<file path="src/sv/sprite_attribute_decoder_assert.svh">
// assertion macros for the sprite attribute decoder
`ifndef SPRITE_ATTRIBUTE_DECODER_ASSERT_SVH
`define SPRITE_ATTRIBUTE_DECODER_ASSERT_SVH

`ifndef SYNTHESIS

// implication checked while out of reset
`define SAD_ASSERT(label, clk, rst_n, prop, msg) \
  label: assert property (@(posedge clk) disable iff (!rst_n) prop) else $error(msg);

// same check, kept for conditions that hold through reset as well
`define SAD_ASSERT_ALWAYS(label, clk, prop, msg) \
  label: assert property (@(posedge clk) prop) else $error(msg);

`else

`define SAD_ASSERT(label, clk, rst_n, prop, msg)
`define SAD_ASSERT_ALWAYS(label, clk, prop, msg)

`endif

`endif

</file>
<file path="src/sv/sad_pkg.sv">
`default_nettype none

package sad_pkg;

  // visible screen lines
  localparam int SCREEN_LINES = 192;

  // widths of the result fields
  localparam int OFFS_W   = 18;
  localparam int STRIDE_W = 11;
  localparam int SIZE_W   = 7;

  // configuration register indexes
  localparam logic [2:0] CFG_DISPLAY_CONTROL = 3'd0;
  localparam logic [2:0] CFG_BLEND_CONTROL   = 3'd1;
  localparam logic [2:0] CFG_BLEND_COEF_A    = 3'd2;
  localparam logic [2:0] CFG_BLEND_COEF_B    = 3'd3;
  localparam logic [2:0] CFG_FADE_COEF       = 3'd4;

  // object type codes (attr word 0 bits 9:8)
  localparam logic [1:0] OBJ_NORMAL     = 2'd0;
  localparam logic [1:0] OBJ_AFFINE     = 2'd1;
  localparam logic [1:0] OBJ_DISABLED   = 2'd2;
  localparam logic [1:0] OBJ_AFFINE_DBL = 2'd3;

  // object mode codes (attr word 0 bits 11:10)
  localparam logic [1:0] MODE_NORMAL = 2'd0;
  localparam logic [1:0] MODE_SEMI   = 2'd1;
  localparam logic [1:0] MODE_WINDOW = 2'd2;
  localparam logic [1:0] MODE_BITMAP = 2'd3;

  // blend effect kinds
  localparam logic [1:0] FX_NONE  = 2'd0;
  localparam logic [1:0] FX_ALPHA = 2'd1;

  typedef enum logic [1:0] {
    PK_4BPP   = 2'd0,
    PK_8BPP   = 2'd1,
    PK_BITMAP = 2'd2
  } pix_kind_t;

  // fields after the first stage: decoded attributes
  typedef struct packed {
    logic signed [8:0] x;
    logic signed [7:0] y;
    logic [SIZE_W-1:0] w;
    logic [SIZE_W-1:0] h;
    logic [7:0]        bw;
    logic [7:0]        bh;
    logic [1:0]        obj_type;
    logic [1:0]        mode;
    logic              deep;
    logic [3:0]        upper;
    logic [9:0]        tile;
    logic [1:0]        flip;
  } dec_t;

  // fields after the second stage: bounds and addressing
  typedef struct packed {
    logic                vis_pre;
    logic                repl_pre;
    pix_kind_t           kind;
    logic [OFFS_W-1:0]   offs;
    logic [STRIDE_W-1:0] stride;
    logic [7:0]          pal;
    logic [SIZE_W-1:0]   w;
    logic [SIZE_W-1:0]   h;
    logic signed [8:0]   x;
    logic signed [7:0]   y;
    logic [1:0]          flip;
  } addr_t;

  // width from shape (low two bits) and size (high two bits)
  function automatic logic [SIZE_W-1:0] size_width(input logic [3:0] sz);
    logic [SIZE_W-1:0] r;
    case (sz)
      4'd0:    r = 7'd8;
      4'd1:    r = 7'd16;
      4'd2:    r = 7'd8;
      4'd4:    r = 7'd16;
      4'd5:    r = 7'd32;
      4'd6:    r = 7'd8;
      4'd8:    r = 7'd32;
      4'd9:    r = 7'd32;
      4'd10:   r = 7'd16;
      4'd12:   r = 7'd64;
      4'd13:   r = 7'd64;
      4'd14:   r = 7'd32;
      default: r = 7'd8;
    endcase
    return r;
  endfunction

  // height from shape and size
  function automatic logic [SIZE_W-1:0] size_height(input logic [3:0] sz);
    logic [SIZE_W-1:0] r;
    case (sz)
      4'd0:    r = 7'd8;
      4'd1:    r = 7'd8;
      4'd2:    r = 7'd16;
      4'd4:    r = 7'd16;
      4'd5:    r = 7'd8;
      4'd6:    r = 7'd32;
      4'd8:    r = 7'd32;
      4'd9:    r = 7'd16;
      4'd10:   r = 7'd32;
      4'd12:   r = 7'd64;
      4'd13:   r = 7'd32;
      4'd14:   r = 7'd64;
      default: r = 7'd8;
    endcase
    return r;
  endfunction

endpackage

`default_nettype wire

</file>
<file path="src/sv/sprite_attribute_decoder.sv">
`default_nettype none
// Sprite attribute decoder: takes the three attribute words of one sprite
// and returns its visibility, pixel kind, VRAM start offset, row stride,
// palette offset, size, signed position and flip bits, plus a replaceable flag.
// One item is accepted per clock while in_tready is high. Its result passes
// three register stages (decode, bounds and addressing, final combine into
// the output register) before it is on the output.
// Back-pressure on the result side stalls the stages behind it without
// dropping items. Empty stages still fill while the output waits.
// Configuration is written through cfg_we/cfg_index/cfg_wdata. Write it only
// while no item is in flight.

`include "sprite_attribute_decoder_assert.svh"

module sprite_attribute_decoder #(
  parameter int SCREEN_LINES = sad_pkg::SCREEN_LINES
) (
  input  wire logic        clk,
  input  wire logic        rst_n,
  // configuration write port
  input  wire logic        cfg_we,
  input  wire logic [2:0]  cfg_index,
  input  wire logic [31:0] cfg_wdata,
  // attribute item input
  input  wire logic        in_tvalid,
  output logic             in_tready,
  // attr_word0 [15:0], attr_word1 [31:16], attr_word2 [47:32]
  input  wire logic [47:0] in_tdata,
  // decoded item output
  output logic             out_tvalid,
  input  wire logic        out_tready,
  // visible [0], pixel_kind [2:1], vram_offset [20:3], row_stride [31:21],
  // palette_offset [39:32], sprite_width [46:40], sprite_height [53:47],
  // x_position [62:54], y_position [70:63], flip_bits [72:71],
  // replaceable [73], zero fill [79:74]
  output logic [79:0]      out_tdata
);

  // configuration registers
  logic [31:0] display_control_r;
  logic [7:0]  blend_control_r;
  logic [4:0]  blend_coef_a_r;
  logic [4:0]  blend_coef_b_r;
  logic [4:0]  fade_coef_r;

  always_ff @(posedge clk) begin
    if (!rst_n) begin
      display_control_r <= '0;
      blend_control_r   <= '0;
      blend_coef_a_r    <= '0;
      blend_coef_b_r    <= '0;
      fade_coef_r       <= '0;
    end else if (cfg_we) begin
      case (cfg_index)
        sad_pkg::CFG_DISPLAY_CONTROL: display_control_r <= cfg_wdata;
        sad_pkg::CFG_BLEND_CONTROL:   blend_control_r   <= cfg_wdata[7:0];
        sad_pkg::CFG_BLEND_COEF_A:    blend_coef_a_r    <= cfg_wdata[4:0];
        sad_pkg::CFG_BLEND_COEF_B:    blend_coef_b_r    <= cfg_wdata[4:0];
        sad_pkg::CFG_FADE_COEF:       fade_coef_r       <= cfg_wdata[4:0];
        default: ;
      endcase
    end
  end

  // stage handshake: a stage takes a new item when empty or moving on
  logic dec_v_r, addr_v_r, out_v_r;
  logic out_adv, addr_rdy, dec_rdy;

  assign out_adv   = !out_v_r || out_tready;
  assign addr_rdy  = !addr_v_r || out_adv;
  assign dec_rdy   = !dec_v_r || addr_rdy;
  assign in_tready = dec_rdy;
  assign out_tvalid = out_v_r;

  always_ff @(posedge clk) begin
    if (!rst_n) begin
      dec_v_r  <= 1'b0;
      addr_v_r <= 1'b0;
      out_v_r  <= 1'b0;
    end else begin
      if (dec_rdy) dec_v_r <= in_tvalid;
      if (addr_rdy) addr_v_r <= dec_v_r;
      if (out_adv) out_v_r <= addr_v_r;
    end
  end

  // stage 1: split the words, size lookup, bounding box
  logic [15:0]    w0, w1, w2;
  logic [3:0]     sz;
  sad_pkg::dec_t  dec_nxt, dec_r;

  always_comb begin
    w0 = in_tdata[15:0];
    w1 = in_tdata[31:16];
    w2 = in_tdata[47:32];
    sz = {w1[15:14], w0[15:14]};
    dec_nxt.x        = $signed(w1[8:0]);
    dec_nxt.y        = $signed(w0[7:0]);
    dec_nxt.w        = sad_pkg::size_width(sz);
    dec_nxt.h        = sad_pkg::size_height(sz);
    dec_nxt.obj_type = w0[9:8];
    dec_nxt.mode     = w0[11:10];
    dec_nxt.deep     = w0[13];
    dec_nxt.upper    = w2[15:12];
    dec_nxt.tile     = w2[9:0];
    dec_nxt.flip     = w1[13:12];
    // double-size affine sprites cover twice the width and height
    if (w0[9:8] == sad_pkg::OBJ_AFFINE_DBL) begin
      dec_nxt.bw = {dec_nxt.w, 1'b0};
      dec_nxt.bh = {dec_nxt.h, 1'b0};
    end else begin
      dec_nxt.bw = {1'b0, dec_nxt.w};
      dec_nxt.bh = {1'b0, dec_nxt.h};
    end
  end

  always_ff @(posedge clk) begin
    if (dec_rdy) dec_r <= dec_nxt;
  end

  // stage 2: screen bounds, bitmap checks, vram addressing
  logic signed [10:0] x_end;
  logic signed [9:0]  y_s, y_end;
  logic               x_ok, y_ok, y_ok_signed, y_ok_wrap;
  logic               bitmap;
  logic [17:0]        tile18;
  logic [3:0]         tile_shift;
  sad_pkg::addr_t     addr_nxt, addr_r;

  localparam logic signed [9:0] LINES_S = 10'(SCREEN_LINES);
  localparam logic [8:0]        LINES_U = 9'(SCREEN_LINES);

  always_comb begin
    x_end = 11'(dec_r.x) + $signed({3'b000, dec_r.bw});
    x_ok  = x_end > 11'sd0;
    y_s   = 10'(dec_r.y);
    y_end = y_s + $signed({2'b00, dec_r.bh});
    y_ok_signed = (y_end > 10'sd0) && (y_s < LINES_S);
    // y read as 0..255 always ends above line 0
    y_ok_wrap   = {1'b0, dec_r.y} < LINES_U;
    y_ok   = y_ok_signed || y_ok_wrap;
    bitmap = dec_r.mode == sad_pkg::MODE_BITMAP;
    tile18 = {8'd0, dec_r.tile};

    addr_nxt.vis_pre = display_control_r[12] && (dec_r.obj_type != sad_pkg::OBJ_DISABLED)
                       && x_ok && y_ok
                       && !(bitmap && (display_control_r[6:5] == 2'b11))
                       && !(bitmap && (dec_r.upper == 4'd0));
    addr_nxt.repl_pre = !dec_r.obj_type[0] && (dec_r.mode != sad_pkg::MODE_SEMI)
                        && (dec_r.mode != sad_pkg::MODE_WINDOW);

    tile_shift = 4'd0;
    if (bitmap) begin
      addr_nxt.kind = sad_pkg::PK_BITMAP;
      addr_nxt.pal  = {4'd0, dec_r.upper} + 8'd1;
      if (display_control_r[6]) begin
        // bitmap 1D mapping
        tile_shift      = 4'd7 + {3'b000, display_control_r[22]};
        addr_nxt.offs   = tile18 << tile_shift;
        addr_nxt.stride = {3'b000, dec_r.w, 1'b0};
      end else if (display_control_r[5]) begin
        // bitmap 2D, 256 pixels wide
        addr_nxt.offs   = {9'd0, dec_r.tile[4:0], 4'd0}
                          + {1'b0, dec_r.tile[9:5], 12'd0};
        addr_nxt.stride = 11'd512;
      end else begin
        // bitmap 2D, 128 pixels wide
        addr_nxt.offs   = {10'd0, dec_r.tile[3:0], 4'd0}
                          + {1'b0, dec_r.tile[9:4], 11'd0};
        addr_nxt.stride = 11'd256;
      end
    end else begin
      if (display_control_r[4]) begin
        // tiled 1D mapping with boundary shift
        tile_shift      = 4'd5 + {2'b00, display_control_r[21:20]};
        addr_nxt.offs   = tile18 << tile_shift;
        addr_nxt.stride = dec_r.deep ? {1'b0, dec_r.w[6:3], 6'd0}
                                     : {2'b00, dec_r.w[6:3], 5'd0};
      end else begin
        addr_nxt.offs   = {3'd0, dec_r.tile, 5'd0};
        addr_nxt.stride = 11'd1024;
      end
      if (dec_r.deep) begin
        addr_nxt.kind = sad_pkg::PK_8BPP;
        addr_nxt.pal  = display_control_r[31] ? ({4'd0, dec_r.upper} + 8'd1) : 8'd0;
      end else begin
        addr_nxt.kind = sad_pkg::PK_4BPP;
        addr_nxt.pal  = {dec_r.upper, 4'd0};
      end
    end

    addr_nxt.w    = dec_r.w;
    addr_nxt.h    = dec_r.h;
    addr_nxt.x    = dec_r.x;
    addr_nxt.y    = dec_r.y;
    addr_nxt.flip = dec_r.flip;
  end

  always_ff @(posedge clk) begin
    if (addr_rdy) addr_r <= addr_nxt;
  end

  // stage 3: color effect on the object layer, final flags
  logic [1:0]  fx_kind;
  logic        fx_active;
  logic        repl;
  logic [79:0] out_nxt, out_data_r;

  always_comb begin
    fx_kind   = blend_control_r[7:6];
    fx_active = blend_control_r[4] && (fx_kind != sad_pkg::FX_NONE);
    if ((fx_kind == sad_pkg::FX_ALPHA) && blend_coef_a_r[4] && (blend_coef_b_r == 5'd0))
      fx_active = 1'b0;
    if (fx_kind[1] && (fade_coef_r == 5'd0))
      fx_active = 1'b0;
    repl = addr_r.vis_pre && addr_r.repl_pre && !fx_active;
    out_nxt = {6'd0, repl, addr_r.flip, addr_r.y, addr_r.x, addr_r.h, addr_r.w,
               addr_r.pal, addr_r.stride, addr_r.offs, addr_r.kind, addr_r.vis_pre};
  end

  always_ff @(posedge clk) begin
    if (out_adv) out_data_r <= out_nxt;
  end

  assign out_tdata = out_data_r;

  // checks
  `SAD_ASSERT(a_vis_needs_enable, clk, rst_n,
    (out_tvalid && out_tdata[0]) |-> display_control_r[12],
    "visible item with objects disabled")
  `SAD_ASSERT(a_repl_needs_vis, clk, rst_n,
    (out_tvalid && out_tdata[73]) |-> out_tdata[0],
    "replaceable item that is not visible")
  `SAD_ASSERT(a_bitmap_map_ok, clk, rst_n,
    (out_tvalid && out_tdata[0] && (out_tdata[2:1] == sad_pkg::PK_BITMAP))
      |-> (display_control_r[6:5] != 2'b11),
    "visible bitmap item with forbidden mapping")
  `SAD_ASSERT_ALWAYS(a_out_held, clk,
    (rst_n && $past(rst_n) && $past(out_tvalid) && !$past(out_tready))
      |-> (out_tvalid && $stable(out_data_r)),
    "stalled result changed")

endmodule

`default_nettype wire
</file>
<file path="config.mk">
export PLATFORM = sky130hd
export DESIGN_NAME = sprite_attribute_decoder
export DESIGN_NICKNAME = d
export VERILOG_FILES = /design/src/sv/sad_pkg.sv /design/src/sv/sprite_attribute_decoder.sv
export VERILOG_INCLUDE_DIRS = /design/src /design/src/sv
export SDC_FILE = /design/constraint.sdc
export NUM_CORES = 1
export LEC_CHECK = 0
export BUFFER_PORTS_ARGS = -buffer_cell sky130_fd_sc_hd__buf_2
export CAP_MARGIN = 40
export CORE_MARGIN = 2
export CORE_UTILIZATION = 50
export DETAILED_ROUTE_END_ITERATION = 7
export HOLD_SLACK_MARGIN = 0.05
export PLACE_DENSITY_LB_ADDON = 0.15
export SLEW_MARGIN = 0
export SYNTH_ARGS = -nofsm -noshare
export SYNTH_HDL_FRONTEND = slang
export SYNTH_SLANG_ARGS = --single-unit
</file>
<file path="constraint.sdc">
create_clock -name clk -period 5.47 [get_ports clk]
set_input_delay 0 -clock clk [delete_from_list [all_inputs] [get_ports clk]]
set_output_delay 0 -clock clk [all_outputs]
set_load 0.01 [all_outputs]
</file>
Word level (Yosys, flattened, before mapping)
Memories as Yosys holds them, arrays and structs flattened.
Cells that the tools add are included.
{"block": "word_totals", "register_bits": 274, "latch_bits": 0, "mem_bits_rw": 0, "rom_bits": 128, "inputBits": 88, "out_inout_bits": 82, "word_cells": 110, "mem_count": 2}
{"name": "(name not given)", "depth": 16, "word_bits": 4, "read_ports": 1, "rd_clocked_by_memory_dff": 0, "wr": 0, "line": "sad_pkg.sv:76", "text": "case (sz)"}
{"name": "(name not given)", "depth": 16, "word_bits": 4, "read_ports": 1, "rd_clocked_by_memory_dff": 0, "wr": 0, "line": "sad_pkg.sv:97", "text": "case (sz)"}
{"block": "classes", "n_addsub": 7, "multipliers": 0, "div": 0, "n_lt_le_gt_ge": 4, "eq_ne": 11, "n_shift": 2, "mux": 11, "bitwise_logic": 0, "n_reduce_logical": 37}
{"cell": "2-to-1 mux 29 bit", "n": 3}
{"cell": "2-to-1 mux 37 bit", "n": 1}
{"cell": "<< shifter 10 x 4 -> 18 bit", "n": 2}
{"cell": "greater-than comparator 10 x 1 -> 1 bit (second input constant)", "n": 2}
{"cell": "adder 8 x 17 -> 18 bit", "n": 1}
{"cell": "adder 9 x 17 -> 18 bit", "n": 1}
{"cell": "logical AND 1 bit", "n": 16}
{"cell": "2-to-1 mux 15 bit", "n": 1}
{"cell": "adder 8 x 9 -> 10 bit", "n": 1}
{"cell": "adder 9 x 9 -> 10 bit", "n": 1}
{"cell": "zero test 5 bit", "n": 2}
{"cell": "2-to-1 mux 10 bit", "n": 1}
{"cell": "AND reduction 2 bit", "n": 5}
{"cell": "less-than comparator 8 x 9 -> 1 bit (second input constant)", "n": 1}
{"cell": "less-than comparator 8 bit (second input constant)", "n": 1}
{"cell": "2-to-1 mux 8 bit", "n": 1}
{"cell": "zero test 1 bit", "n": 7}
{"cell": "equality test 2 bit (second input constant)", "n": 3}
{"cell": "equality test 3 x 2 -> 1 bit (second input constant)", "n": 2}
{"cell": "adder 4 x 1 -> 5 bit (second input constant)", "n": 1}
{"cell": "2-to-1 mux 5 bit", "n": 1}
{"cell": "adder 3 x 1 -> 4 bit (first input constant)", "n": 1}
{"cell": "adder 3 x 2 -> 4 bit (first input constant)", "n": 1}
{"cell": "zero test 4 bit", "n": 1}
{"cell": "other kinds (9)", "n": 15}

Longest topological paths before layout
{"block": "logic_depth", "depth_word": 7, "ltp_mapped": 8}

Worst setup path after synthesis
Ideal clock, no wire load.
{"block": "synth_path", "path_type": "register -> register", "startpoint": "reg out_v_r, in the netlist out_tvalid", "endpoint": "reg dec_r, in the netlist addr_nxt[0], enable pin", "setup_time_ps": 813, "arrival_ps": 2021, "required_time_ps": 4657, "setup_slack_ps": 2637, "path_stages_with_launch": 3, "period_less_slack_ps": 2833, "path_cell_list": "dfxtp_1 > nor2b_1 > nand3_1"}
{"block": "synth_between", "elab_chain_len": 4}
{"element": "start: declaration", "line": "sprite_attribute_decoder.sv:66", "text": "logic dec_v_r, addr_v_r, out_v_r;"}
{"element": "start signal: assignment", "line": "sprite_attribute_decoder.sv:83", "text": "if (out_adv) out_v_r <= addr_v_r;"}
{"element": "zero test 1 bit", "line": "sprite_attribute_decoder.sv:69", "text": "assign out_adv = !out_v_r || out_tready;"}
{"element": "logical OR 1 bit", "line": "sprite_attribute_decoder.sv:69"}
{"element": "logical OR 1 bit", "line": "sprite_attribute_decoder.sv:70", "text": "assign addr_rdy = !addr_v_r || out_adv;"}
{"element": "logical OR 1 bit", "line": "sprite_attribute_decoder.sv:71", "text": "assign dec_rdy = !dec_v_r || addr_rdy;"}
{"element": "net in_tready", "line": "sprite_attribute_decoder.sv:26", "text": "output logic in_tready,"}
{"element": "end signal: assignment", "line": "sprite_attribute_decoder.sv:118", "text": "if (dec_rdy) dec_r <= dec_nxt;"}
{"element": "end: declaration", "line": "sprite_attribute_decoder.sv:90", "text": "sad_pkg::dec_t dec_nxt, dec_r;"}
The timed path passes the listed nets, and every way through them passes these cells.
A chain may end at the register's enable or synchronous reset.

==> results.md <==
Finish:
- For this run, the post-layout net count is 876.
- The post-route standard cell area excluding fillers is 10600 µm².
- 0 antenna diodes ended up in the layout.
- The share of cells above drive strength 1 is 23.0%.
- The area overhead of the layout relative to synthesis is 26.5%.

Timing:
- The number of max-slew violations in the final report was 0.
- Adding up every negative setup slack in the final design gives 0 ns.
- The transition time of the tightest slew-check pin is 0.790 ns.
- Setup violations remaining at the end of the flow were counted as 0.
- Dividing the final minimum period by the clock period gives 51.2%.
- Measured against its own limit, the worst slew margin works out to 47.2%.
- Counting I/O delays and the setup requirement, the final critical path takes 2.80 ns.
- Setup repair after global routing left no endpoint under its margin.
- The hold violation count in the final report is 0.
- For this run, the top clock speed supported by timing is 0.357 GHz.
- The clock skew after layout is 0.0230 ns.

Floorplanning:
- The die footprint is 17800 µm².
- The floorplan step set the die width to 133 µm.
- The number of placed I/O pins is 170.
- The area of the core region is 16500 µm².
- The effective utilization at floorplan is 50.8%.
- From bottom edge to top edge, the die measures 133 µm.
- The standard-cell row count is 47.

Logic synthesis:
- The average footprint of a synthesized cell is 14.9 µm².
- Of the post-synthesis cell area, the part taken by muxes is 6.12%.
- The dominant register cell in the synthesized netlist is sky130_fd_sc_hd__edfxtp_1.
- After synthesis, the largest family of logic cells by area is simple AND/OR/NAND/NOR gates.
- The dominant cell type by area after synthesis is sky130_fd_sc_hd__edfxtp_1.
- The number of different library cells used by synthesis comes to 51.
- Summing the areas of all fa, ha and maj instances in the mapped netlist gives 2.58% of the synthesized area.
- The most frequent cell after synthesis is sky130_fd_sc_hd__edfxtp_1.
- The total of warnings raised by yosys is 0.
- Counting instances in the post-synthesis netlist gives the leading cell types as 184 x sky130_fd_sc_hd__edfxtp_1, 42 x sky130_fd_sc_hd__nand2_1, 32 x sky130_fd_sc_hd__mux2i_1.
- Synthesis inferred 209 register bits.
- The compound-cell area share of the yosys netlist is 6.71%.
- Sorting the synthesized cells by area gives the leading types as sky130_fd_sc_hd__edfxtp_1 66%, sky130_fd_sc_hd__dfxtp_1 6.0%, sky130_fd_sc_hd__mux2i_1 3.8%.
- The proportion of netlist area held by the largest area contributor is 66.1%.
- The cell area after synthesis is 8360 µm².
- The synthesized design contains 184 enable-type register cells.
- The synthesized netlist devotes 0.943% of its cell area to XOR and XNOR gates.
- In the synthesized netlist the async set-or-reset flop fraction comes to 0%.
- Synthesis produced a netlist whose cell count is 559.
- The simple-gate share of the synthesized area is 7.64%.
- The sequential element share of the synthesized area is 72.1%.

Global route:
- The total overflow left after global routing is 0.
- In the global route stage, met3 resource usage came out at 2.78%.
- Global routing used 18.7% of the available tracks across all layers.
- The met1 layer usage reported by global route is 23.4%.
- The number of global-route vias before repair is 5192.
- The layer with the highest usage after global routing is met2.
- For this run, global-route usage on met2 was measured as 32.6%.
- The number of antenna violations at the first check in global routing was 0.
- The first global-routing pass estimated 26100 µm of wire.
- The maximum number of pins on one net before global-route repair is 38.

Setup path:
- The startpoint-to-endpoint class of the critical path is reg2reg.
- The data arrival time of the critical path is 3.03 ns.
- Counting both buffers and inverters, the worst setup path holds a total of 0.
- The largest individual stage delay along the critical path comes from the cell sky130_fd_sc_hd__dfxtp_1.
- The signal on the critical path passes through ha_1 > mux2_2 > mux2i_1 > o22ai_1 > a221o_1.
- The kind of cell with the highest combined delay along the critical path is flip-flops.
- Along the worst path, the maximum fanout reaches 17.
- The start of the worst register-to-register path is display_control_r[20]$_SDFFE_PN0P_.
- The logic depth of the worst register-to-register path is 5.
- The critical register-to-register path endpoint is addr_r[63]$_DFFE_PP_.
- The worst setup path is launched from a flop.
- For the worst setup path, the data required time is 5.70 ns.
- In this run the register-to-register setup slack is 2.67 ns.
- The capturing element type of the critical path is a flop.
- The largest stage delay on the critical path is 0.83 ns.

Placement:
- The cell area after placement is 9150 µm².
- The port buffer count is 128.
- The detailed placer's ending HPWL is 10700 µm.
- The final estimated routing congestion in global placement is 0.843.

Drt:
- The detailed router finished its first iteration with 300 violations.
- Dividing the detail-routed via count by the number of cells gives 5.08.
- The first-pass detailed-route iteration total is 5.
- Once detail routing completed, the nets flagged for antenna violations numbered 0.
- The average detailed-routed wire length per instance is 16.2 µm.
- The final route contains 5113 vias.
- The routed design has 16300 µm of wire.
- After detailed routing, the number of remaining DRC violations is 0.

Clock tree:
- The clock root buffer is sky130_fd_sc_hd__clkbuf_16.
- Counting along the longest clock path gives a buffer depth of 3.
- Clock tree synthesis inserted a total of 22 buffers.
- Post-CTS repair changed the size of 0 cells.
- The clock edge transition at the registers on the reported setup and hold paths is 0.07 ns.
- The CTS tree is yes.
- Counting every sink on the clock net gives 209.
- The number of H-tree levels is 1.
- The clock latency reported for the late side of the worst-skew pair is 0.50 ns.

Min path:
- The classification of the worst-slack hold path is in2reg.
- The worst hold path begins at cfg_we.
- The end point of the worst hold path is blend_coef_a_r[4]$_SDFFE_PN0P_.
- The hold path depth is 6.

Run status:
- The run finished with clean final reports.

Pwr:
- Power spread over the standard cell area amounts to 331 nW/µm².
- The peak supply drop is 0.000286 V.
- The leakage power summed over all cells is 4.34 nW.

Run:
- The number of max-cap violations is 0.
how the worst max path moves through the flow:
stage                                  startpoint               endpoint  slack (ns)  depth (start not counted)
3_3_place_gp   display_control_r[20]$_SDFFE_PN0P_   addr_r[63]$_DFFE_PP_        2.65                          5
5_1_grt        display_control_r[20]$_SDFFE_PN0P_   addr_r[62]$_DFFE_PP_        2.48                          6
2_1_floorplan             out_tvalid$_SDFFE_PN0P_  addr_nxt[0]$_DFFE_PP_        2.64                          2
3_5_place_dp   display_control_r[20]$_SDFFE_PN0P_   addr_r[63]$_DFFE_PP_        2.66                          5
6_report       display_control_r[20]$_SDFFE_PN0P_   addr_r[63]$_DFFE_PP_        2.67                          5
4_1_cts        display_control_r[20]$_SDFFE_PN0P_   addr_r[63]$_DFFE_PP_        2.64                          5
routing by layer:
layer / up-vias / part of all wire (%)
met5: - / 0
met4: 0 / 3.4
met3: 44 / 5.1
met2: 156 / 52
met1: 2448 / 40
li1: 2465 / -
cells in the final DEF (no fill, tap or decap), types with 6 or more instances in the layout:
cell type,synthesis,layout
sky130_fd_sc_hd__a21boi_0,9,9
sky130_fd_sc_hd__a21oi_1,22,22
sky130_fd_sc_hd__buf_2,6,128
sky130_fd_sc_hd__clkbuf_16,0,22
sky130_fd_sc_hd__conb_1,1,20
sky130_fd_sc_hd__dfxtp_1,25,25
sky130_fd_sc_hd__dlygate4sd3_1,0,75
sky130_fd_sc_hd__edfxtp_1,184,184
sky130_fd_sc_hd__ha_1,14,14
sky130_fd_sc_hd__inv_1,26,25
sky130_fd_sc_hd__mux2i_1,32,32
sky130_fd_sc_hd__mux4_2,6,6
sky130_fd_sc_hd__nand2_1,42,41
sky130_fd_sc_hd__nand3_1,13,12
sky130_fd_sc_hd__nor2_1,28,28
sky130_fd_sc_hd__nor2b_1,22,22
sky130_fd_sc_hd__o21ai_0,15,15
sky130_fd_sc_hd__o22ai_1,6,6
what timing repair did:
item,CTS,global route
buffers inserted,0,0
hold buffers,75,0
endpoints found under the hold margin,76,0
cell families (layout without fill, tap and decap cells):
family	after synthesis	in the layout
AO/OA/AOI/OAI	86	86
XOR/XNOR	9	9
adder cells (fa/ha/maj)	16	16
buffers and inverters	62	270
flip-flops	209	209
multiplexers	43	43
other	1	20
AND/OR/NAND/NOR	133	133
worst register-to-register path, stage by stage (launching register included):
cell	delay, ns
sky130_fd_sc_hd__dfxtp_1	0.83
sky130_fd_sc_hd__ha_1	0.61
sky130_fd_sc_hd__mux2_2	0.41
sky130_fd_sc_hd__mux2i_1	0.24
sky130_fd_sc_hd__o22ai_1	0.13
sky130_fd_sc_hd__a221o_1	0.32
final cells by class:
type / instances / area (µm²)
clock inverter: 13 / 114
inverter: 26 / 97.6
fill: 1241 / 5890
clock buffer: 25 / 562
tap: 220 / 275
timing repair buffer: 206 / 1410
sequential: 209 / 6030
multi-input combinational: 307 / 2090
sequential cells by signal (all words and copies together) (netlist names):
| register | count |
|---|---|
| addr_r | 64 |
| out_tdata | 64 |
| dec_r | 29 |
| addr_nxt | 27 |
| display_control_r | 8 |
| blend_coef_b_r | 5 |
| fade_coef_r | 5 |
| blend_control_r | 3 |
| addr_v_r | 1 |
| blend_coef_a_r | 1 |
| dec_v_r | 1 |
| out_tvalid | 1 |
report_power, final:
group	internal, mW	leakage, nW	switching, mW	total (mW)
registers	1.83	2.24	0.0428	1.87
clock network	0.791	0.324	0.585	1.38
logic	0.125	1.77	0.125	0.250
stage by stage:
| stage | hold WS, ns | util, % | setup WS (ns) | cells | power, mW |
|---|---|---|---|---|---|
| detailed placement | 0.178 | 55.6 | 2.66 | 893 | 2.12 |
| finish | 0.121 | 64.2 | 2.67 | 1006 | 3.50 |
| floorplan | 0.0989 | - | 2.64 | 578 | 2.03 |
| global route | 0.161 | 64.2 | 2.48 | 1006 | 3.63 |
| global placement | 0.177 | 55.6 | 2.65 | 893 | 2.11 |
| CTS | 0.0962 | 64.2 | 2.64 | 1006 | 3.53 |
(Power assumes the default switching activity.)
